===== config.mk =====
export PLATFORM = sky130hd
export DESIGN_NAME = cet_regs
export DESIGN_NICKNAME = d
export VERILOG_FILES = /design/src/hw/rtl/cet_pkg.sv /design/src/hw/rtl/cet_regs.sv
export SDC_FILE = /design/constraint.sdc
export NUM_CORES = 1
export LEC_CHECK = 0
export BUFFER_PORTS_ARGS = -buffer_cell sky130_fd_sc_hd__buf_2
export CORE_UTILIZATION = 25
export CTS_BUF_LIST = sky130_fd_sc_hd__clkbuf_8 sky130_fd_sc_hd__clkbuf_16
export DETAILED_ROUTE_END_ITERATION = 10
export PLACE_DENSITY = 0.57
export SLEW_MARGIN = 20
export SYNTH_ARGS = -nofsm -noshare
export SYNTH_HDL_FRONTEND = slang
export SYNTH_SLANG_ARGS = --single-unit

===== constraint.sdc =====
create_clock -name clock -period 1.25 [get_ports clock]
set_input_delay 0.0625 -clock clock [delete_from_list [all_inputs] [get_ports clock]]
set_output_delay 0.0625 -clock clock [all_outputs]
set_load 0.01 [all_outputs]

===== src/hw/rtl/cet_pkg.sv =====
// Shared constants, codes and types of the completion event tracker.
`default_nettype none

package cet_pkg;

   localparam int RING_DEPTH = 1024;

   localparam int REQ_W    = 3;
   localparam int IDX_W    = 12;
   localparam int LEN_W    = 16;
   localparam int FLG_W    = 16;
   localparam int CODE_W   = 8;
   localparam int CNT_W    = 13;
   localparam int PTR_W    = 32;
   localparam int STATUS_W = 3;

   localparam int SLOT_W    = (RING_DEPTH > 1) ? $clog2(RING_DEPTH) : 1;
   localparam int ENTRY_W   = LEN_W + FLG_W;
   localparam int MOD_STEPS = IDX_W - SLOT_W + 1;
   localparam int STEP_W    = (MOD_STEPS > 1) ? $clog2(MOD_STEPS) : 1;
   localparam int DIV_W     = 2 * IDX_W + 1;

   localparam int CSR_ADDR_W = 5;
   localparam int CSR_DATA_W = 32;
   localparam int REG_IDX_W  = 3;

   localparam logic [REQ_W-1:0] REQ_INIT  = 3'd0;
   localparam logic [REQ_W-1:0] REQ_RX    = 3'd1;
   localparam logic [REQ_W-1:0] REQ_TX    = 3'd2;
   localparam logic [REQ_W-1:0] REQ_EXC   = 3'd3;
   localparam logic [REQ_W-1:0] REQ_READ  = 3'd4;
   localparam logic [REQ_W-1:0] REQ_CLEAR = 3'd5;

   localparam logic [STATUS_W-1:0] ST_OK          = 3'd0;
   localparam logic [STATUS_W-1:0] ST_ABORT       = 3'd1;
   localparam logic [STATUS_W-1:0] ST_BAD_ABORT   = 3'd2;
   localparam logic [STATUS_W-1:0] ST_OUT_OF_ORD  = 3'd3;
   localparam logic [STATUS_W-1:0] ST_IGN_IN_EXC  = 3'd4;
   localparam logic [STATUS_W-1:0] ST_TX_IGNORED  = 3'd5;
   localparam logic [STATUS_W-1:0] ST_EXC_IGNORED = 3'd6;

   localparam logic [REG_IDX_W-1:0] REG_RX_MASK  = 3'd0;
   localparam logic [REG_IDX_W-1:0] REG_TX_MASK  = 3'd1;
   localparam logic [REG_IDX_W-1:0] REG_MAX_BAT  = 3'd2;
   localparam logic [REG_IDX_W-1:0] REG_DISCARD  = 3'd3;
   localparam logic [REG_IDX_W-1:0] REG_CONTINUE = 3'd4;
   localparam logic [REG_IDX_W-1:0] REG_IGN_CODE = 3'd5;
   localparam logic [REG_IDX_W-1:0] REG_TX_EN    = 3'd6;

   typedef struct packed {
      logic [IDX_W-1:0]  rx_ring_mask;
      logic [IDX_W-1:0]  tx_ring_mask;
      logic [CNT_W-1:0]  max_batch;
      logic [FLG_W-1:0]  discard_mask;
      logic [FLG_W-1:0]  continue_mask;
      logic [CODE_W-1:0] ignored_exception_code;
      logic              tx_enabled;
   } cfg_type;

   typedef struct packed {
      logic [REQ_W-1:0]  req_type;
      logic [IDX_W-1:0]  desc_index;
      logic [LEN_W-1:0]  length;
      logic [FLG_W-1:0]  pkt_flags;
      logic [CODE_W-1:0] exception_code;
   } req_item_type;

   typedef struct packed {
      logic [STATUS_W-1:0] status;
      logic [CNT_W-1:0]    completed_count;
      logic [PTR_W-1:0]    rx_pending_count;
      logic [PTR_W-1:0]    tx_pending_count;
      logic                exception_state;
      logic                started_state;
      logic [FLG_W-1:0]    desc_flags_out;
      logic [LEN_W-1:0]    desc_size_out;
   } rsp_item_type;

endpackage

`default_nettype wire


===== src/hw/rtl/cet_regs.sv =====
// Configuration register file with its APB-style access port.
`default_nettype none

module cet_regs
   import cet_pkg::*;
(
   input  logic                  clock,
   input  logic                  reset,
   input  logic                  psel,
   input  logic                  penable,
   input  logic                  pwrite,
   input  logic [CSR_ADDR_W-1:0] paddr,
   input  logic [CSR_DATA_W-1:0] pwdata,
   output logic [CSR_DATA_W-1:0] prdata,
   output logic                  pready,
   output cfg_type               cfg
);

   cfg_type                cfg_ff;
   cfg_type                cfg_in;
   logic [REG_IDX_W-1:0]   reg_idx;
   logic                   wr_hit;

   assign reg_idx = paddr[CSR_ADDR_W-1:2];
   assign wr_hit  = psel && penable && pwrite;
   assign pready  = 1'b1;
   assign cfg     = cfg_ff;

   always_comb begin
      cfg_in = cfg_ff;
      if (wr_hit) begin
         case (reg_idx)
            REG_RX_MASK:  cfg_in.rx_ring_mask           = pwdata[IDX_W-1:0];
            REG_TX_MASK:  cfg_in.tx_ring_mask           = pwdata[IDX_W-1:0];
            REG_MAX_BAT:  cfg_in.max_batch              = pwdata[CNT_W-1:0];
            REG_DISCARD:  cfg_in.discard_mask           = pwdata[FLG_W-1:0];
            REG_CONTINUE: cfg_in.continue_mask          = pwdata[FLG_W-1:0];
            REG_IGN_CODE: cfg_in.ignored_exception_code = pwdata[CODE_W-1:0];
            REG_TX_EN:    cfg_in.tx_enabled             = pwdata[0];
            default:      cfg_in = cfg_ff;
         endcase
      end
   end

   always_comb begin
      case (reg_idx)
         REG_RX_MASK:  prdata = CSR_DATA_W'(cfg_ff.rx_ring_mask);
         REG_TX_MASK:  prdata = CSR_DATA_W'(cfg_ff.tx_ring_mask);
         REG_MAX_BAT:  prdata = CSR_DATA_W'(cfg_ff.max_batch);
         REG_DISCARD:  prdata = CSR_DATA_W'(cfg_ff.discard_mask);
         REG_CONTINUE: prdata = CSR_DATA_W'(cfg_ff.continue_mask);
         REG_IGN_CODE: prdata = CSR_DATA_W'(cfg_ff.ignored_exception_code);
         REG_TX_EN:    prdata = CSR_DATA_W'(cfg_ff.tx_enabled);
         default:      prdata = '0;
      endcase
   end

   always_ff @(posedge clock) begin
      if (reset) begin
         cfg_ff.rx_ring_mask           <= IDX_W'(1023);
         cfg_ff.tx_ring_mask           <= IDX_W'(1023);
         cfg_ff.max_batch              <= CNT_W'(64);
         cfg_ff.discard_mask           <= FLG_W'(1);
         cfg_ff.continue_mask          <= FLG_W'(2);
         cfg_ff.ignored_exception_code <= '0;
         cfg_ff.tx_enabled             <= 1'b0;
      end else begin
         cfg_ff <= cfg_in;
      end
   end

endmodule

`default_nettype wire


==> reports/metrics.yaml, run 1 <==
drv_slew: 0
remaining_drc_errors: 0
drv_cap: 0
hold_path.class: "primary input to flip-flop"
dieArea_um2: 16000
drtIter0Drc: 127
synthMuxAreaShare: 0.271
start_kind: "flip-flop"
synthFlopType: "dfxtp_1"
slowest_delay_ns: 0.31
pin_count: 153
reg2reg_slack_ns: 0.42
cts_made_buffers: 9
port_buffers: 117
syn_area_per_cell_um2: 10.0
grt_usage: 0.149
synth_top_family_by_area: "multiplexers"
timing.final.crit_share: 1.28
clk_pin_slew_ns: 0.06
die_w_um: 126
ys_top_cells_by_area: "dfxtp_1 40%, mux2i_1 22%, nand2b_1 11%"
gp_congestion: 0.754
arrival_ns: 1.54
synthAdderAreaFrac: 0
worstHoldEndpoint: "cfg[62]"
largest_register_ffs: 78
htreeDepth: 3
post-synth-top-area-fraction: 0.403
insertion_delay_ns: 0.34
ys_warn_count: 0
numClockSinks: 78
synth-seq-cells: 78
grt.overflow.total: 0
wl_per_cell_um: 15.9
startpoint: "cfg[46]"
synth-simple-area-share: 0.187
yosysTopAreaCell: "dfxtp_1"
crit_chain: "mux2_2 -> a22o_1 -> a221o_1 -> buf_2"
ctsRootBufferMaster: "clkbuf_16"
clk_path_buf_depth: 2
p_leak_nw: 2.72
totalWireLength_um: 11800
ys_top_cells_by_count: "84 x mux2i_1, 78 x dfxtp_1, 71 x nand2b_1"
routed-wl-met3_um: 771
viasPerCell: 4.46
rsz0062_at_grt: "yes"
crit_type: "flip-flop to output port"
synth_most_common_cell: "mux2i_1"
hpwl_um: 8650
crit_path_top_delay_cell: "dfxtp_2"
num_rows: 45
synthXorXnorAreaFrac: 0
status: "finished, violations left"
hold_depth: 3
synth_edf_count: 0
fin_nets: 589
reg2reg_depth: 4
min_period_ns: 1.60
dp_slack_ns: -0.483
tns_ns: -2.14
synth_area_um2: 3870
vias: 3302
cp_max_fo: 2
num-fill-cells: 1580
highest_layer: "met4"
critPathCaptureType: "output port"
grt_max_degree: 60
timing.final.hold_violations: 0
core_um2: 15100
fin_util: 0.358
timing.rr.start: "cfg[68]"
r2r-end: "cfg[68]"
peakVddDrop_v: 0.000603
fmax_mhz: 626
drive_gt1_frac: 0.442
grt_pass1_vias: 3149
antenna_left: 0
ys_seq_area_frac: 0.403
die_h_um: 126
fin_worst_skew_ns: 0
dr_wl_met2_um: 5560
place_area_um2: 4890
setup_slack_ns: -0.348
setup_viol: 8
design_area_um2: 5420
antenna_found_initial: 0
wl_met1_um: 5270
start_util: 0.256
failed_checks: "negative setup slack"
netlist_instances: 386
holdCritStartpoint: "pwdata[8]"
synth-async-reset-ratio: 0
antenna_cells: 0
first_pass_iters: 4
required_ns: 1.19
grt_pass1_wl_um: 18000
power_density_nw_per_um2: 1020
cts_tree: "done"
synth-compound-area-share: 0.0601
synth_cell_types: 37
syn2layout_area_growth_pct: 40.0
[power by group]
group	internal (mW)	leakage (nW)	switching [mW]
Clock	1.37	0.143	1.02
Combinational	0.286	1.94	0.314
Sequential	2.51	0.633	0.0140
[how the worst max path moves through the flow]
stage / to / cells past startpoint
2_1_floorplan: prdata[5] / 3
3_3_place_gp: prdata[6] / 4
3_5_place_dp: prdata[2] / 4
4_1_cts: prdata[2] / 4
5_1_grt: prdata[5] / 4
6_report: prdata[5] / 4
[final cells by class]
class	instances	area, µm²	area share
clock buffers	10	239	0.0441
flip-flops and latches	78	1590	0.293
inverters	1	3.75	0.000693
well taps	188	235	0.0434
multi-input cells	277	2160	0.399
repair buffers	180	1160	0.214
clock inverters	6	28.8	0.00531
[kinds of logic after synthesis]
family | count (synthesis)
AO/OA/AOI/OAI | 29
buffers and inverters | 46
flip-flops | 78
multiplexers | 100
other | 2
AND/OR/NAND/NOR | 131
[critical path, delay by kind of cell, from the launching register on]
family	cells	cell delay, ns
AOI/OAI and AO/OA	2	0.49
buffers and inverters	1	0.14
DFF	1	0.31
muxes	1	0.26
[metrics by stage]
step	cells	hold slack, ns	power (mW)
finish	740	0.0145	5.51
global route	740	0.0165	5.76
CTS	733	0.00172	5.60
detailed placement	710	0.359	3.13
global placement	710	0.346	3.12
floorplan	401	0.233	2.94
[what timing repair did]
item                                   in CTS  in global routing
endpoints found under the hold margin       7                  0
resized for setup                          18                 32
pin swaps                                   3                 10
setup buffers                               2                  7
setup endpoints to repair                  16                 16
hold buffers                                5                  0
[routing by layer]
layer / global-route usage / vias up
met5: 0 / -
met4: 0.0546 / 0
met3: 0.0485 / 13
met2: 0.239 / 112
met1: 0.186 / 1562
li1: - / 1615
[layout by cell type (no fill, tap or decap), types with 8 or more instances in the layout]
| cell | count |
|---|---|
| dfxtp_1 | 57 |
| clkbuf_16 | 9 |
| nor2_1 | 36 |
| conb_1 | 17 |
| nand2_1 | 8 |
| buf_4 | 52 |
| nand2b_1 | 71 |
| buf_2 | 113 |
| mux2_2 | 8 |
| mux2i_1 | 84 |
| dfxtp_2 | 21 |
Power figures use the tool's default switching activity.
==> run 2: changes to the inputs <==
Settings changed: RECOVER_POWER from default to 50.
==> reports/metrics.yaml, run 2 (synthesis results as in run 1) <==
arrival_ns: 1.54
setup_slack_ns: -0.351
final_common_cell: "mux2i_1"
vias: 3288
status: "finished, violations left"
grt_usage: 0.149
design_area_um2: 5310
crit_chain: "mux2_2 -> a22o_1 -> a221o_1 -> buf_2"
num_rows: 45
drv_slew: 0
gp_congestion: 0.754
p_leak_nw: 2.53
numClockSinks: 78
grt_pass1_vias: 3149
antenna_cells: 0
grt_pass1_wl_um: 18000
startpoint: "cfg[59]"
drive_gt1_frac: 0.351
slowest_delay_ns: 0.34
path_delay_family: "compound AO/OA/AOI/OAI gates"
port_buffers: 117
num-fill-cells: 1616
drtIter0Drc: 129
multi_input_area_um2: 2150
drv_cap: 0
timing.final.crit_share: 1.28
start_kind: "flip-flop"
place_area_um2: 4890
rsz0062_at_grt: "yes"
setup_viol: 12
critPathCaptureType: "output port"
crit_path_top_delay_cell: "dfxtp_1"
fin_nets: 589
timing.final.hold_violations: 0
first_pass_iters: 4
crit_type: "flip-flop to output port"
power_density_nw_per_um2: 1040
ff_latch_area_um2: 1580
cts_made_buffers: 9
die_h_um: 126
peakVddDrop_v: 0.000606
antenna_left: 0
cp_max_fo: 3
required_ns: 1.19
largest_register_ffs: 78
pin_count: 153
syn2layout_area_growth_pct: 37.2
antenna_found_initial: 0
start_util: 0.256
grt_max_degree: 60
fin_util: 0.351
grt.overflow.total: 0
insertion_delay_ns: 0.34
hold_path.class: "primary input to flip-flop"
die_w_um: 126
viasPerCell: 4.44
core_um2: 15100
htreeDepth: 3
ctsRootBufferMaster: "clkbuf_16"
timing.rr.start: "cfg[68]"
final_cells: 740
totalWireLength_um: 11800
dieArea_um2: 16000
hpwl_um: 8650
fin_worst_skew_ns: 0
min_period_ns: 1.60
failed_checks: "negative setup slack"
clk_path_buf_depth: 2
mostFrequentLayoutCells: "84 x mux2i_1, 76 x buf_2, 71 x nand2b_1"
crit_buf_inv: 1
fmax_mhz: 625
dp.cells: 710
wl_per_cell_um: 15.9
cts_tree: "done"
clk_pin_slew_ns: 0.06
remaining_drc_errors: 0
dp_slack_ns: -0.483
holdCritStartpoint: "pwdata[8]"
[run 2: power by group]
part           switching, mW  leakage (nW)  internal (mW)
Sequential            0.0143         0.633           2.51
Clock                   1.02         0.143           1.37
Combinational          0.311          1.75          0.278
[run 2: final timing paths]
kind                             endpoint  slack (ns)  cells past startpoint
worst max register to register    cfg[68]        0.42                      4
worst max-delay path            prdata[5]       -0.35                      4
worst min-delay path              cfg[62]        0.01                      3
worst min register to register    cfg[38]        0.49                      2
[run 2: routing by layer]
metal / part of all wire / vias to the layer above / track usage
met5: 0 / - / 0
met4: 0.013 / 0 / 0.0546
met3: 0.067 / 15 / 0.0485
met2: 0.47 / 114 / 0.239
met1: 0.45 / 1542 / 0.186
li1: - / 1617 / -
[run 2: area by class of cell]
cell class	count	area share
clock buffers	10	0.0450
clock inverters	6	0.00542
inverters	1	0.000707
multi-input cells	277	0.406
flip-flops and latches	78	0.297
well taps	188	0.0443
repair buffers	180	0.202
[run 2: stage by stage]
step | setup TNS, ns | power, mW | hold WS [ns]
after floorplan | 0 | 2.94 | 0.233
after global placement | -5.74 | 3.12 | 0.346
after detailed placement | -6.66 | 3.13 | 0.359
after CTS | -2.68 | 5.60 | 0.00172
after global routing | -6.49 | 5.76 | 0.0165
final | -2.26 | 5.50 | 0.0129
[run 2: worst min-delay path, stage by stage]
cell,delay (ns)
buf_2,0.09
nor2_1,0.05
mux2i_1,0.11
[run 2: timing repair]
action                                 4_1_cts  5_1_grt
setup endpoints to repair                   16       16
pin swaps                                    3       10
endpoints found under the hold margin        7        0
hold buffers                                 5        0
resized for setup                           18       32
buffers inserted                             2        7
==> run 3: changes to the inputs <==
Settings changed: TNS_END_PERCENT from default to 5.
==> reports/metrics.yaml, run 3 (synthesis results as in run 1) <==
status: "finished, violations left"
failed_checks: "negative setup slack"
setup_slack_ns: -0.350
fin_worst_skew_ns: 0
clockPowerShare: 0.437
design_area_um2: 5210
p_seq_frac: 0.458
first_pass_iters: 4
timing.final.crit_share: 1.28
wl_per_cell_um: 15.8
insertion_delay_ns: 0.34
power_density_nw_per_um2: 1060
dp_slack_ns: -0.483
required_ns: 1.19
die_w_um: 126
design_power_total_mw: 5.50
start_kind: "flip-flop"
dieArea_um2: 16000
largest_register_ffs: 78
maxSlewHeadroom: 0.551
fin_nets: 581
hold_depth: 3
min_period_ns: 1.60
timing.hold.ws_ns: 0.0131
clk_pin_slew_ns: 0.06
hold_path.class: "primary input to flip-flop"
critPathCaptureType: "output port"
pwr-share-comb: 0.105
grt_max_degree: 60
place_area_um2: 4890
grt_pass1_vias: 3150
cts_tree: "done"
crit_type: "flip-flop to output port"
hpwl_um: 8650
syn2layout_area_growth_pct: 34.5
cts_made_buffers: 9
antenna_found_initial: 0
viasPerCell: 4.42
final_cells: 732
crit_path_top_delay_cell: "dfxtp_2"
antenna_left: 0
switching_share: 0.245
ctsRootBufferMaster: "clkbuf_16"
rsz0062_at_grt: "yes"
drv_slew: 0
remaining_drc_errors: 0
vias: 3236
arrival_ns: 1.54
setup_viol: 13
drtIter0Drc: 102
clk_path_buf_depth: 2
power.switching_mw: 1.35
die_h_um: 126
numClockSinks: 78
antenna_cells: 0
final_common_cell: "mux2i_1"
dp.cells: 710
pin_count: 153
htreeDepth: 3
drive_gt1_frac: 0.324
peakVddDrop_v: 0.000604
slowest_delay_ns: 0.31
fmax_mhz: 625
mostFrequentLayoutCells: "84 x mux2i_1, 75 x buf_2, 71 x nand2b_1"
port_buffers: 117
crit_chain: "mux2_2 -> a22o_1 -> a221o_1 -> buf_2"
tns_ns: -2.45
drv_cap: 0
internal-power_mw: 4.15
timing.final.hold_violations: 0
grt_usage: 0.149
fin_util: 0.344
grt.overflow.total: 0
grt_pass1_wl_um: 18000
core_um2: 15100
worst_slew_pin_slew_ns: 0.670
totalWireLength_um: 11600
start_util: 0.256
cp_max_fo: 2
gp_congestion: 0.754
p_leak_nw: 2.48
num_rows: 45
reg2reg_depth: 3
==> run 3: cell count changes in the layout (fill, tap and decap cells not counted), moves of 2 or more <==
cell,change
dfxtp_1,+5
dfxtp_2,-5
mux2_2,+2
mux2_4,-2
buf_4,-7
buf_6,-2
==> run 3: power by group through the flow <==
| stage | sequential (mW) | clock [mW] | combinational [mW] |
|---|---|---|---|
| 2_1_floorplan | 2.58 | 0 | 0.357 |
| 3_3_place_gp | 2.57 | 0 | 0.546 |
| 3_5_place_dp | 2.57 | 0 | 0.552 |
| 4_1_cts | 2.52 | 2.49 | 0.585 |
| 5_1_grt | 2.52 | 2.59 | 0.630 |
| 6_report | 2.52 | 2.40 | 0.575 |
==> run 3: critical path: cells and delay by family (launching register included) <==
family,cells,cell delay (ns)
flip-flops,1,0.31
AO/OA/AOI/OAI,2,0.49
buffers and inverters,1,0.14
multiplexers,1,0.26
==> run 3: worst paths after layout <==
| path | start | to | slack, ns |
|---|---|---|---|
| max | cfg[46] | prdata[5] | -0.35 |
| max reg2reg | cfg[66] | cfg[66] | 0.52 |
| min reg2reg | cfg[45] | cfg[45] | 0.49 |
| min | pwdata[15] | cfg[40] | 0.01 |
==> run 3: final cells by class <==
| cell class | count | area (µm²) |
|---|---|---|
| Tap cell | 188 | 235 |
| Clock inverter | 6 | 28.8 |
| Inverter | 1 | 3.75 |
| Fill cell | 1624 | 9940 |
| Clock buffer | 10 | 239 |
| Timing Repair Buffer | 172 | 1000 |
| Sequential cell | 78 | 1570 |
| Multi-Input combinational cell | 277 | 2120 |
==> run 3: what timing repair did <==
| item | CTS | global route |
|---|---|---|
| buffers inserted | 1 | 0 |
| resized for setup | 18 | 16 |
| endpoints found under the hold margin | 7 | 0 |
| hold buffers | 5 | 0 |
| pin swaps | 3 | 3 |
| setup endpoints to repair | 16 | 16 |
==> run 3: per-layer routing <==
| metal | track usage | routed length (µm) | up-vias |
|---|---|---|---|
| met5 | 0 | 0 | - |
| met4 | 0.0546 | 164 | 0 |
| met3 | 0.0485 | 749 | 13 |
| met2 | 0.239 | 5440 | 99 |
| met1 | 0.186 | 5210 | 1521 |
| li1 | - | - | 1603 |
