### src/hw/rtl/cet_pkg.sv
// Shared constants, codes and types of the completion event tracker.
`default_nettype none

package cet_pkg;

   localparam int RING_DEPTH = 1024;

   localparam int REQ_W    = 3;
   localparam int IDX_W    = 12;
   localparam int LEN_W    = 16;
   localparam int FLG_W    = 16;
   localparam int CODE_W   = 8;
   localparam int CNT_W    = 13;
   localparam int PTR_W    = 32;
   localparam int STATUS_W = 3;

   localparam int SLOT_W    = (RING_DEPTH > 1) ? $clog2(RING_DEPTH) : 1;
   localparam int ENTRY_W   = LEN_W + FLG_W;
   localparam int MOD_STEPS = IDX_W - SLOT_W + 1;
   localparam int STEP_W    = (MOD_STEPS > 1) ? $clog2(MOD_STEPS) : 1;
   localparam int DIV_W     = 2 * IDX_W + 1;

   localparam int CSR_ADDR_W = 5;
   localparam int CSR_DATA_W = 32;
   localparam int REG_IDX_W  = 3;

   localparam logic [REQ_W-1:0] REQ_INIT  = 3'd0;
   localparam logic [REQ_W-1:0] REQ_RX    = 3'd1;
   localparam logic [REQ_W-1:0] REQ_TX    = 3'd2;
   localparam logic [REQ_W-1:0] REQ_EXC   = 3'd3;
   localparam logic [REQ_W-1:0] REQ_READ  = 3'd4;
   localparam logic [REQ_W-1:0] REQ_CLEAR = 3'd5;

   localparam logic [STATUS_W-1:0] ST_OK          = 3'd0;
   localparam logic [STATUS_W-1:0] ST_ABORT       = 3'd1;
   localparam logic [STATUS_W-1:0] ST_BAD_ABORT   = 3'd2;
   localparam logic [STATUS_W-1:0] ST_OUT_OF_ORD  = 3'd3;
   localparam logic [STATUS_W-1:0] ST_IGN_IN_EXC  = 3'd4;
   localparam logic [STATUS_W-1:0] ST_TX_IGNORED  = 3'd5;
   localparam logic [STATUS_W-1:0] ST_EXC_IGNORED = 3'd6;

   localparam logic [REG_IDX_W-1:0] REG_RX_MASK  = 3'd0;
   localparam logic [REG_IDX_W-1:0] REG_TX_MASK  = 3'd1;
   localparam logic [REG_IDX_W-1:0] REG_MAX_BAT  = 3'd2;
   localparam logic [REG_IDX_W-1:0] REG_DISCARD  = 3'd3;
   localparam logic [REG_IDX_W-1:0] REG_CONTINUE = 3'd4;
   localparam logic [REG_IDX_W-1:0] REG_IGN_CODE = 3'd5;
   localparam logic [REG_IDX_W-1:0] REG_TX_EN    = 3'd6;

   typedef struct packed {
      logic [IDX_W-1:0]  rx_ring_mask;
      logic [IDX_W-1:0]  tx_ring_mask;
      logic [CNT_W-1:0]  max_batch;
      logic [FLG_W-1:0]  discard_mask;
      logic [FLG_W-1:0]  continue_mask;
      logic [CODE_W-1:0] ignored_exception_code;
      logic              tx_enabled;
   } cfg_type;

   typedef struct packed {
      logic [REQ_W-1:0]  req_type;
      logic [IDX_W-1:0]  desc_index;
      logic [LEN_W-1:0]  length;
      logic [FLG_W-1:0]  pkt_flags;
      logic [CODE_W-1:0] exception_code;
   } req_item_type;

   typedef struct packed {
      logic [STATUS_W-1:0] status;
      logic [CNT_W-1:0]    completed_count;
      logic [PTR_W-1:0]    rx_pending_count;
      logic [PTR_W-1:0]    tx_pending_count;
      logic                exception_state;
      logic                started_state;
      logic [FLG_W-1:0]    desc_flags_out;
      logic [LEN_W-1:0]    desc_size_out;
   } rsp_item_type;

endpackage

`default_nettype wire

### src/hw/rtl/cet_ctrl.sv
// Event sequencer: decodes each item, walks the descriptor memory and builds the result.
`default_nettype none

module cet_ctrl
   import cet_pkg::*;
(
   input  logic               clock,
   input  logic               reset,
   input  logic               start,
   output logic               busy,
   input  req_item_type       req_item,
   output logic               rsp_strobe,
   output rsp_item_type       rsp_item,
   input  cfg_type            cfg,
   output logic               mem_wr_en,
   output logic [SLOT_W-1:0]  mem_wr_addr,
   output logic [ENTRY_W-1:0] mem_wr_data,
   output logic               mem_rd_en,
   output logic [SLOT_W-1:0]  mem_rd_addr,
   input  logic [ENTRY_W-1:0] mem_rd_data
);

   localparam logic [2:0] S_IDLE  = 3'd0;
   localparam logic [2:0] S_EVAL  = 3'd1;
   localparam logic [2:0] S_MOD   = 3'd2;
   localparam logic [2:0] S_WRITE = 3'd3;
   localparam logic [2:0] S_ARD   = 3'd4;
   localparam logic [2:0] S_AWR   = 3'd5;
   localparam logic [2:0] S_RRD   = 3'd6;
   localparam logic [2:0] S_DONE  = 3'd7;

   function automatic logic [CNT_W-1:0] ring_dist(
      input logic [IDX_W-1:0] idx,
      input logic [IDX_W-1:0] pend,
      input logic [IDX_W-1:0] mask
   );
      logic [IDX_W-1:0] stop_v;
      logic [IDX_W-1:0] begin_v;
      stop_v  = (idx + IDX_W'(1)) & mask;
      begin_v = pend & mask;
      if (stop_v >= begin_v) begin
         return CNT_W'(stop_v - begin_v);
      end
      return CNT_W'(mask) + CNT_W'(1) - CNT_W'(begin_v) + CNT_W'(stop_v);
   endfunction

   logic [2:0]          st_ff, st_in;
   logic [2:0]          nxt_ff, nxt_in;
   req_item_type        req_ff, req_in;
   logic [IDX_W-1:0]    red_ff, red_in;
   logic [STEP_W-1:0]   step_ff, step_in;
   logic [IDX_W-1:0]    ring_ff, ring_in;
   logic [CNT_W-1:0]    cnt_ff, cnt_in;
   logic [CNT_W-1:0]    done_ff, done_in;
   logic [STATUS_W-1:0] status_ff, status_in;
   logic [PTR_W-1:0]    rxp_ff, rxp_in;
   logic [PTR_W-1:0]    txp_ff, txp_in;
   logic                exc_ff, exc_in;
   logic                started_ff, started_in;
   logic                phase_ff, phase_in;
   logic                rsp_valid_ff, rsp_valid_in;
   rsp_item_type        rsp_ff, rsp_in;

   logic [CNT_W-1:0]    rx_d;
   logic [CNT_W-1:0]    tx_d;
   logic [IDX_W-1:0]    rx_begin;
   logic [IDX_W-1:0]    ring_next;
   logic [IDX_W-1:0]    slot_next;
   logic [DIV_W-1:0]    mod_div;
   logic                mod_ge;
   logic                is_read;

   assign rx_d      = ring_dist(req_ff.desc_index, rxp_ff[IDX_W-1:0], cfg.rx_ring_mask);
   assign tx_d      = ring_dist(req_ff.desc_index, txp_ff[IDX_W-1:0], cfg.tx_ring_mask);
   assign rx_begin  = rxp_ff[IDX_W-1:0] & cfg.rx_ring_mask;
   assign ring_next = (ring_ff + IDX_W'(1)) & cfg.rx_ring_mask;
   assign slot_next = IDX_W'(DIV_W'(ring_next) % DIV_W'(RING_DEPTH));
   assign mod_div   = DIV_W'(RING_DEPTH) << step_ff;
   assign mod_ge    = DIV_W'(red_ff) >= mod_div;
   assign is_read   = (req_ff.req_type == REQ_READ);

   assign busy        = (st_ff != S_IDLE);
   assign rsp_strobe  = rsp_valid_ff;
   assign rsp_item    = rsp_ff;

   assign mem_wr_en   = (st_ff == S_WRITE) || (st_ff == S_AWR);
   assign mem_wr_addr = red_ff[SLOT_W-1:0];
   assign mem_rd_en   = (st_ff == S_ARD) || (st_ff == S_RRD);
   assign mem_rd_addr = red_ff[SLOT_W-1:0];

   always_comb begin
      if (st_ff == S_AWR) begin
         if (phase_ff) begin
            mem_wr_data = mem_rd_data & {{LEN_W{1'b1}}, ~cfg.continue_mask};
         end else begin
            mem_wr_data = mem_rd_data | {{LEN_W{1'b0}}, cfg.discard_mask};
         end
      end else begin
         mem_wr_data = {req_ff.length, req_ff.pkt_flags};
      end
   end

   always_comb begin
      st_in        = st_ff;
      nxt_in       = nxt_ff;
      req_in       = req_ff;
      red_in       = red_ff;
      step_in      = step_ff;
      ring_in      = ring_ff;
      cnt_in       = cnt_ff;
      done_in      = done_ff;
      status_in    = status_ff;
      rxp_in       = rxp_ff;
      txp_in       = txp_ff;
      exc_in       = exc_ff;
      started_in   = started_ff;
      phase_in     = phase_ff;
      rsp_valid_in = 1'b0;
      rsp_in       = rsp_ff;

      case (st_ff)
         S_IDLE: begin
            if (start) begin
               req_in = req_item;
               st_in  = S_EVAL;
            end
         end
         S_EVAL: begin
            status_in = ST_OK;
            done_in   = '0;
            step_in   = STEP_W'(MOD_STEPS - 1);
            st_in     = S_DONE;
            case (req_ff.req_type)
               REQ_INIT: begin
                  started_in = 1'b1;
               end
               REQ_RX: begin
                  if (exc_ff) begin
                     status_in = ST_IGN_IN_EXC;
                  end else if (rx_d == '0) begin
                     if (req_ff.length != '0) begin
                        exc_in    = 1'b1;
                        status_in = ST_BAD_ABORT;
                     end else begin
                        status_in = ST_ABORT;
                        red_in    = rx_begin;
                        phase_in  = 1'b0;
                        nxt_in    = S_ARD;
                        st_in     = S_MOD;
                     end
                  end else if (rx_d > cfg.max_batch) begin
                     exc_in    = 1'b1;
                     status_in = ST_OUT_OF_ORD;
                  end else begin
                     red_in  = rx_begin;
                     ring_in = rx_begin;
                     cnt_in  = rx_d;
                     done_in = rx_d;
                     rxp_in  = rxp_ff + PTR_W'(rx_d);
                     nxt_in  = S_WRITE;
                     st_in   = S_MOD;
                  end
               end
               REQ_TX: begin
                  if (!cfg.tx_enabled) begin
                     status_in = ST_TX_IGNORED;
                  end else begin
                     txp_in  = txp_ff + PTR_W'(tx_d);
                     done_in = tx_d;
                  end
               end
               REQ_EXC: begin
                  if (req_ff.exception_code == cfg.ignored_exception_code) begin
                     status_in = ST_EXC_IGNORED;
                  end else begin
                     exc_in = 1'b1;
                  end
               end
               REQ_READ: begin
                  red_in = req_ff.desc_index;
                  nxt_in = S_RRD;
                  st_in  = S_MOD;
               end
               REQ_CLEAR: begin
                  exc_in = 1'b0;
               end
               default: begin
                  st_in = S_DONE;
               end
            endcase
         end
         S_MOD: begin
            if (mod_ge) begin
               red_in = red_ff - mod_div[IDX_W-1:0];
            end
            step_in = step_ff - STEP_W'(1);
            if (step_ff == '0) begin
               st_in = nxt_ff;
            end
         end
         S_WRITE: begin
            ring_in = ring_next;
            red_in  = slot_next;
            cnt_in  = cnt_ff - CNT_W'(1);
            if (cnt_ff == CNT_W'(1)) begin
               st_in = S_DONE;
            end
         end
         S_ARD: begin
            st_in = S_AWR;
         end
         S_AWR: begin
            if (phase_ff) begin
               st_in = S_DONE;
            end else begin
               phase_in = 1'b1;
               red_in   = req_ff.desc_index & cfg.rx_ring_mask;
               step_in  = STEP_W'(MOD_STEPS - 1);
               nxt_in   = S_ARD;
               st_in    = S_MOD;
            end
         end
         S_RRD: begin
            st_in = S_DONE;
         end
         S_DONE: begin
            rsp_valid_in           = 1'b1;
            rsp_in.status          = status_ff;
            rsp_in.completed_count = done_ff;
            rsp_in.rx_pending_count = rxp_ff;
            rsp_in.tx_pending_count = txp_ff;
            rsp_in.exception_state = exc_ff;
            rsp_in.started_state   = started_ff;
            rsp_in.desc_flags_out  = is_read ? mem_rd_data[FLG_W-1:0] : '0;
            rsp_in.desc_size_out   = is_read ? mem_rd_data[ENTRY_W-1:FLG_W] : '0;
            st_in                  = S_IDLE;
         end
         default: begin
            st_in = S_IDLE;
         end
      endcase
   end

   always_ff @(posedge clock) begin
      if (reset) begin
         st_ff        <= S_IDLE;
         rxp_ff       <= '0;
         txp_ff       <= '0;
         exc_ff       <= 1'b0;
         started_ff   <= 1'b0;
         rsp_valid_ff <= 1'b0;
      end else begin
         st_ff        <= st_in;
         rxp_ff       <= rxp_in;
         txp_ff       <= txp_in;
         exc_ff       <= exc_in;
         started_ff   <= started_in;
         rsp_valid_ff <= rsp_valid_in;
      end
   end

   always_ff @(posedge clock) begin
      nxt_ff    <= nxt_in;
      req_ff    <= req_in;
      red_ff    <= red_in;
      step_ff   <= step_in;
      ring_ff   <= ring_in;
      cnt_ff    <= cnt_in;
      done_ff   <= done_in;
      status_ff <= status_in;
      phase_ff  <= phase_in;
      rsp_ff    <= rsp_in;
   end

   a_accept_busy: assert property (@(posedge clock) disable iff (reset)
      (start && !busy) |=> busy)
      else $error("accepted item did not make the block busy");

   a_rsp_from_done: assert property (@(posedge clock) disable iff (reset)
      rsp_valid_ff |-> $past(st_ff == S_DONE))
      else $error("result issued outside the completion step");

   a_wr_addr_range: assert property (@(posedge clock) disable iff (reset)
      mem_wr_en |-> (int'(mem_wr_addr) < RING_DEPTH))
      else $error("descriptor write beyond the memory");

   a_no_rd_wr: assert property (@(posedge clock) disable iff (reset)
      !(mem_wr_en && mem_rd_en))
      else $error("memory read and write in the same cycle");

   a_exc_set_in_eval: assert property (@(posedge clock) disable iff (reset)
      $rose(exc_ff) |-> $past(st_ff == S_EVAL))
      else $error("exception mark set outside decode");

endmodule

`default_nettype wire

### config.mk
export PLATFORM = sky130hd
export DESIGN_NAME = cet_ctrl
export DESIGN_NICKNAME = d
export VERILOG_FILES = /design/src/hw/rtl/cet_pkg.sv /design/src/hw/rtl/cet_ctrl.sv
export SDC_FILE = /design/constraint.sdc
export NUM_CORES = 1
export LEC_CHECK = 0
export BUFFER_PORTS_ARGS = -buffer_cell sky130_fd_sc_hd__buf_2
export CAP_MARGIN = 20
export CORE_MARGIN = 4
export CORE_UTILIZATION = 50
export DETAILED_ROUTE_END_ITERATION = 7
export GPL_ROUTABILITY_DRIVEN = 0
export PLACE_DENSITY = 0.78
export SLEW_MARGIN = 20
export SYNTH_ARGS = -nofsm -noshare
export SYNTH_HDL_FRONTEND = slang
export SYNTH_SLANG_ARGS = --single-unit
### constraint.sdc
create_clock -name clock -period 8.9 [get_ports clock]
set_clock_uncertainty 0.1 [all_clocks]
set_input_delay 0.445 -clock clock [delete_from_list [all_inputs] [get_ports clock]]
set_output_delay 0.445 -clock clock [all_outputs]
set_load 0.1 [all_outputs]
==> flow_summary.ini, run 1 <==
[floorplanning]
dieArea_mm2 = 0.03857
initial_core_util = 0.5099
core_area_mm2 = 0.03480
rows = 68
die_w_um = 196.4
dieHeight_um = 196.4
ioPinCount = 338

[synthesis]
yosys.area_share.simple = 0.1885
ys_types = 93
ys_async_sr_fraction = 0
synth-compound-area-share = 0.1543
synthDominantCellAreaShare = 0.3825
yosysWarnings = 0
synthTopCellsByArea = edfxtp_1 38%, ha_1 8.0%, dfxtp_1 7.9%
synth_top_family_by_area = simple AND/OR/NAND/NOR gates
synth_top_area_cell = edfxtp_1
syn-cell-area_mm2 = 0.01774
netlist_instances = 1797
synth.avg_cell_area_um2 = 9.875
synth_common_cells = 226 x edfxtp_1, 197 x nand2_1, 141 x nor2_1
synth-xor-area-share = 0.04738
muxShareOfSynthArea = 0.01699
synth-seq-cells = 296
yosysSeqAreaShare = 0.4614
synth_edf_count = 226
yosys.cell_count.top_type = edfxtp_1
synthAdderAreaFrac = 0.08814
ys.flop_type = edfxtp_1

[worst_setup_path]
cp_top_family = simple AND/OR/NAND/NOR gates
cp_cell_sequence = and4_4 > nand4_1 > xor2_1 > nor2b_1 > ha_1 > inv_1 > nor4_4 > nand2_1 > a211oi_1 > or2_1 > mux2i_1 > inv_1 > ha_1 > a21o_1 > a211o_1 > o221ai_1 > and2_1 > a2111oi_1 > o32ai_4 > nand3_2 > nor4b_1 > mux2_1
r2r_setup_slack_ns = 1.22
timing.rr.start = req_ff[42]
worst_ep_arrival_time_ns = 7.99
crit_required_ns = 9.21
reg2reg_to = rxp_ff[31]
cpMaxStageDelayCell = or2_1
crit_fanout = 39
critPathCaptureType = flop
max_stage_delay_ns = 0.63
critPathKind = flop to flop
r2r_cells = 22
crit_buf_inv = 2
start_kind = flop

[clock_tree]
clock_tree.root_cell = clkbuf_16
htreeDepth = 2
cts_max_path_buffers = 3
clock_sinks = 296
cts_tree = built
post_cts_resized = 0
cts_buffers = 34
clock_latency_ns = 0.52
clk_pin_slew_ns = 0.06

[placement]
dp_hpwl_um = 41100
portBuffers = 337

[timing]
max_freq_ghz = 0.1303
slew_viol_final = 0
final.setup.tns_ns = 0
rsz0062_at_grt = no
worst_pin_slew_ns = 0.9739
finalSetupViolations = 0
hold_viol_final = 0
post-route-period-util = 0.8626
worst_hold_slack_ns = 0.02005
relSlewSlack = 0.3507
layout_min_cycle_time_ns = 7.677

[cells_and_area]
layout.nets = 2442
post_route_cells_drive_above_1_share = 0.2042
syn_to_final_growth_pct = 20.58
finalCoreUtilization = 0.6149

[pwr]
combPwrFrac = 0.322
p_int_mw = 2.914
power.share.clock = 0.317
p_seq_frac = 0.361
netSwitchingPower_mw = 1.619
ir_drop_mv = 0.2070
p_leak_nw = 8.944
power_density_mw_per_mm2 = 211.9
p_sw_frac = 0.3572

[drt]
antenna_left = 0
drt_pass1_iterations = 5
first_iter_violations = 1342
viasPerCell = 5.878
drcViolationCount = 0
via_count = 15530
routedWlPerCell_um = 20.44
wirelength_um = 54000

[global_routing]
antenna_found_initial = 12
grt_first_pass_wirelength_um = 82680
grt_start_max_net_pins = 72
grt_use_total = 0.2680
first_global_vias = 15050
grt_remaining_overflow = 0

[flow_run]
cap_violations = 0

[min_path]
hold-path-endpoint = req_ff[10]
holdCritPathClass = input port to flop
whs_path_depth = 1
hold_start = req_item[10]

[run_status]
status = completed
## layout by cell type (no fill, tap or decap), types with 7 or more instances in the layout
| cell type | Yosys | final |
|---|---|---|
| buf_2 | 11 | 337 |
| edfxtp_1 | 226 | 226 |
| nand2_1 | 197 | 196 |
| nor2_1 | 141 | 140 |
| ha_1 | 113 | 113 |
| a21oi_1 | 108 | 108 |
| o21ai_0 | 107 | 107 |
| inv_1 | 94 | 94 |
| dfxtp_1 | 70 | 70 |
| xnor2_1 | 56 | 56 |
| nand2b_1 | 50 | 50 |
| dlygate4sd3_1 | 0 | 50 |
| nor2b_1 | 48 | 48 |
| nand3_1 | 45 | 45 |
| xor2_1 | 40 | 40 |
| and3_1 | 36 | 35 |
| clkbuf_16 | 0 | 35 |
| nor3_1 | 31 | 30 |
| a21o_1 | 26 | 26 |
| or3_1 | 23 | 23 |
| o31ai_1 | 21 | 21 |
| mux2i_1 | 20 | 20 |
| nand4_1 | 19 | 19 |
| or4_1 | 19 | 19 |
| o21a_1 | 17 | 17 |
| buf_4 | 22 | 14 |
| nor4_1 | 12 | 12 |
| a211oi_1 | 12 | 12 |
| and2_1 | 11 | 11 |
| a31oi_1 | 11 | 11 |
| o2bb2ai_1 | 11 | 11 |
| a21boi_0 | 9 | 9 |
| diode_2 | 0 | 8 |
| o221ai_1 | 8 | 8 |
| mux2_2 | 8 | 8 |
| o21bai_1 | 7 | 7 |
## worst reg2reg max path: cells and delay by family (launching register included)
| family | cells | cell delay (ns) |
|---|---|---|
| AOI/OAI and AO/OA | 6 | 1.85 |
| xor gates and xnor gates | 1 | 0.30 |
| adders and majority gates | 2 | 0.69 |
| buffers and inverters | 2 | 0.25 |
| DFF | 1 | 0.52 |
| muxes | 2 | 0.81 |
| and+or+nand+nor | 9 | 3.08 |
## per-layer routing
layer,share of wire,track usage,vias up
met4,0.053,0.1257,6
met3,0.096,0.06650,183
li1,-,-,7268
met1,0.39,0.3355,7264
met2,0.46,0.4390,809
met5,0.00070,0,-
## flip-flops by register name, indices dropped and copies added (netlist names), 2 cells and up
register,flops
rsp_item,114
red_ff,12
rxp_ff,32
st_ff,3
done_ff,13
req_ff,55
ring_ff,10
txp_ff,32
status_ff,3
nxt_ff,3
cnt_ff,13
step_ff,2
## power groups by stage
stage / registers, mW / logic (mW) / clock network, mW
global route: 1.64 / 1.56 / 1.52
detailed placement: 1.67 / 1.40 / 0
global placement: 1.66 / 1.37 / 0
floorplan: 1.65 / 1.08 / 0
finish: 1.64 / 1.46 / 1.44
CTS: 1.64 / 1.43 / 1.46
## through the flow
step,instance area [µm²],cells,worst slack (ns),power (mW)
global route,21390,2640,0.6898,4.728
global placement,19730,2524,1.817,3.029
detailed placement,19730,2524,1.406,3.069
floorplan,17750,1798,1.645,2.733
finish,21400,2642,1.223,4.534
CTS,21370,2633,1.384,4.526
## cells by family (layout without fill, tap and decap cells)
group | count (synthesis) | after routing
simple gates | 667 | 667
xor+xnor | 96 | 96
other cells | 1 | 10
compound gates | 410 | 410
buf+inv | 176 | 557
mux | 29 | 29
flops | 296 | 296
fa+ha+maj | 122 | 122
## layout make-up
cell class              count  area (µm²)
diodes                      8       20.02
clock inverters            17       205.2
well taps                 455       569.3
multi-input cells        1326        8816
repair buffers            401        2292
inverters                  96       360.3
fillers                  2829       13400
clock buffers              43       945.9
flip-flops and latches    296        8188
## timing repair
action,CTS,global route
buffers inserted,0,0
hold buffers,49,1
hold endpoints to repair,49,1
## worst max path at each step
| stage | start | to | slack (ns) | cells after the start |
|---|---|---|---|---|
| 3_5_place_dp | req_ff[42] | rxp_ff[31] | 1.41 | 22 |
| 5_1_grt | req_ff[42] | rxp_ff[31] | 0.69 | 23 |
| 6_report | req_ff[42] | rxp_ff[31] | 1.22 | 22 |
| 4_1_cts | req_ff[42] | rxp_ff[31] | 1.38 | 22 |
| 3_3_place_gp | req_ff[42] | rxp_ff[31] | 1.82 | 23 |
| 2_1_floorplan | req_ff[45] | cnt_ff[0] | 1.64 | 26 |
(Power assumes the default switching activity.)
==> inputs of run 2 (changes only) <==
--- a/config.mk
+++ b/config.mk
@@ -7,8 +7,10 @@
 export LEC_CHECK = 0
 export BUFFER_PORTS_ARGS = -buffer_cell sky130_fd_sc_hd__buf_2
 export CAP_MARGIN = 20
+export CORE_ASPECT_RATIO = 0.8
 export CORE_MARGIN = 4
 export CORE_UTILIZATION = 50
+export CTS_BUF_LIST = sky130_fd_sc_hd__clkbuf_4
 export DETAILED_ROUTE_END_ITERATION = 7
 export GPL_ROUTABILITY_DRIVEN = 0
 export PLACE_DENSITY = 0.78
==> flow_summary.ini, run 2 (synthesis results as in run 1) <==
[run_status]
status = completed

[drt]
routedWlPerCell_um = 20.08
antenna_left = 0
viasPerCell = 5.816
first_iter_violations = 1777
drcViolationCount = 0
via_count = 16190
drt_pass1_iterations = 6
wirelength_um = 55870

[cells_and_area]
mostFrequentLayoutCell = buf_2
regArea_mm2 = 0.008188
post_route_cells_drive_above_1_share = 0.2240
fill_cells = 2870
multiInputGateArea_mm2 = 0.008826
mostFrequentLayoutCells = 337 x buf_2, 226 x edfxtp_1, 196 x nand2_1, 140 x nor2_1, 120 x clkbuf_4
largest_register_ffs = 114
layout.nets = 2526
syn_to_final_growth_pct = 22.49

[floorplanning]
dieArea_mm2 = 0.03859
dieHeight_um = 176.5
rows = 61
initial_core_util = 0.5087
core_area_mm2 = 0.03488
die_w_um = 218.6
ioPinCount = 338

[timing]
layout_min_cycle_time_ns = 7.801
max_freq_ghz = 0.1282
final.setup.tns_ns = 0
rsz0062_at_grt = no
worst_hold_slack_ns = 0.08590
finalSetupViolations = 0
slew_viol_final = 0
post-route-period-util = 0.8765
worst_pin_slew_ns = 1.073
relSlewSlack = 0.2830
hold_viol_final = 0

[global_routing]
grt_use_total = 0.2781
grt_remaining_overflow = 0
first_global_vias = 15270
grt_start_max_net_pins = 72
grt_first_pass_wirelength_um = 84210
antenna_found_initial = 10

[clock_tree]
clock_latency_ns = 0.77
cts_buffers = 78
htreeDepth = 3
clock_sinks = 296
cts_max_path_buffers = 3
cts_tree = built
clk_pin_slew_ns = 0.06
clock_tree.root_cell = clkbuf_4

[worst_setup_path]
critPathCaptureType = flop
worst_ep_arrival_time_ns = 8.34
crit_fanout = 39
r2r_setup_slack_ns = 1.10
max_stage_delay_ns = 0.65
crit_path_frequent_cell = ha_1
reg2reg_to = rxp_ff[31]
r2r_cells = 23
crit_required_ns = 9.44
critPathKind = flop to flop
cpMaxStageDelayCell = nand3_2
start_kind = flop
crit_start = req_ff[40]
crit_end = rxp_ff[31]
timing.rr.start = req_ff[40]
cp_cell_sequence = ha_1 > nand4_1 > xor2_1 > nor2b_1 > ha_1 > inv_1 > nor4_4 > nand2_1 > a211oi_1 > or2_1 > o21ai_0 > ha_1 > nor2b_1 > o21a_1 > o21ai_0 > a21boi_0 > o221ai_1 > and2_1 > a2111oi_1 > o32ai_4 > nand3_2 > nor4b_1 > mux2_1

[pwr]
ir_drop_mv = 0.1234
p_leak_nw = 9.181
power_density_mw_per_mm2 = 200.9

[flow_run]
cap_violations = 0

[placement]
dp_hpwl_um = 40600
portBuffers = 337

[min_path]
holdCritPathClass = input port to flop
==> run 2: layout make-up <==
cell class | count | share of cell area
well taps | 472 | 0.02717
clock inverters | 20 | 0.006275
clock buffers | 120 | 0.04145
multi-input cells | 1326 | 0.4061
inverters | 96 | 0.01658
diodes | 12 | 0.001382
repair buffers | 441 | 0.1243
flip-flops and latches | 296 | 0.3767
==> run 2: stage by stage <==
stage                     power [mW]  std cells  setup slack, ns  area, µm²  utilization
after detailed placement       3.070       2537            1.293      19720       0.5654
after CTS                      4.356       2771            1.269      21700       0.6221
after global placement         3.038       2537            1.684      19720       0.5654
final                          4.366       2783            1.099      21730       0.6231
after global routing           4.577       2777           0.6188      21720       0.6227
after floorplan                2.733       1798            1.645      17750            -
==> run 2: critical path, delay by kind of cell (launching register included) <==
family                     cells  cell delay (ns)
and+or+nand+nor                9             2.90
muxes                          1             0.36
AOI/OAI and AO/OA              8             2.24
xor gates and xnor gates       1             0.30
buffers and inverters          1             0.11
adders and majority gates      3             1.13
DFF                            1             0.53
==> run 2: repair_timing <==
| action | CTS | global route |
|---|---|---|
| hold buffers | 94 | 0 |
| buffers inserted | 0 | 0 |
| endpoints found under the hold margin | 95 | 0 |
| resized for setup | 0 | 0 |
==> run 2: routing by layer <==
metal | share of wire | vias to the layer above | GRT usage
li1 | - | 7495 | -
met1 | 0.41 | 7655 | 0.3768
met2 | 0.45 | 896 | 0.4236
met3 | 0.11 | 135 | 0.08379
met4 | 0.032 | 6 | 0.1048
met5 | 0.00082 | - | 0
==> run 2: how the worst min path moves through the flow <==
| stage | start | end | depth (start not counted) |
|---|---|---|---|
| floorplan | done_ff[2] | rsp_item[100] | 0 |
| global placement | done_ff[1] | rsp_item[99] | 0 |
| detailed placement | done_ff[1] | rsp_item[99] | 0 |
| CTS | cfg[72] | ring_ff[6] | 2 |
| global route | cfg[77] | red_ff[11] | 3 |
| finish | cfg[69] | ring_ff[3] | 2 |
==> run 2: where the power goes <==
| part | switching (mW) | internal, mW |
|---|---|---|
| Sequential | 0.0672 | 1.58 |
| Combinational | 1.00 | 0.471 |
| Clock | 0.573 | 0.672 |
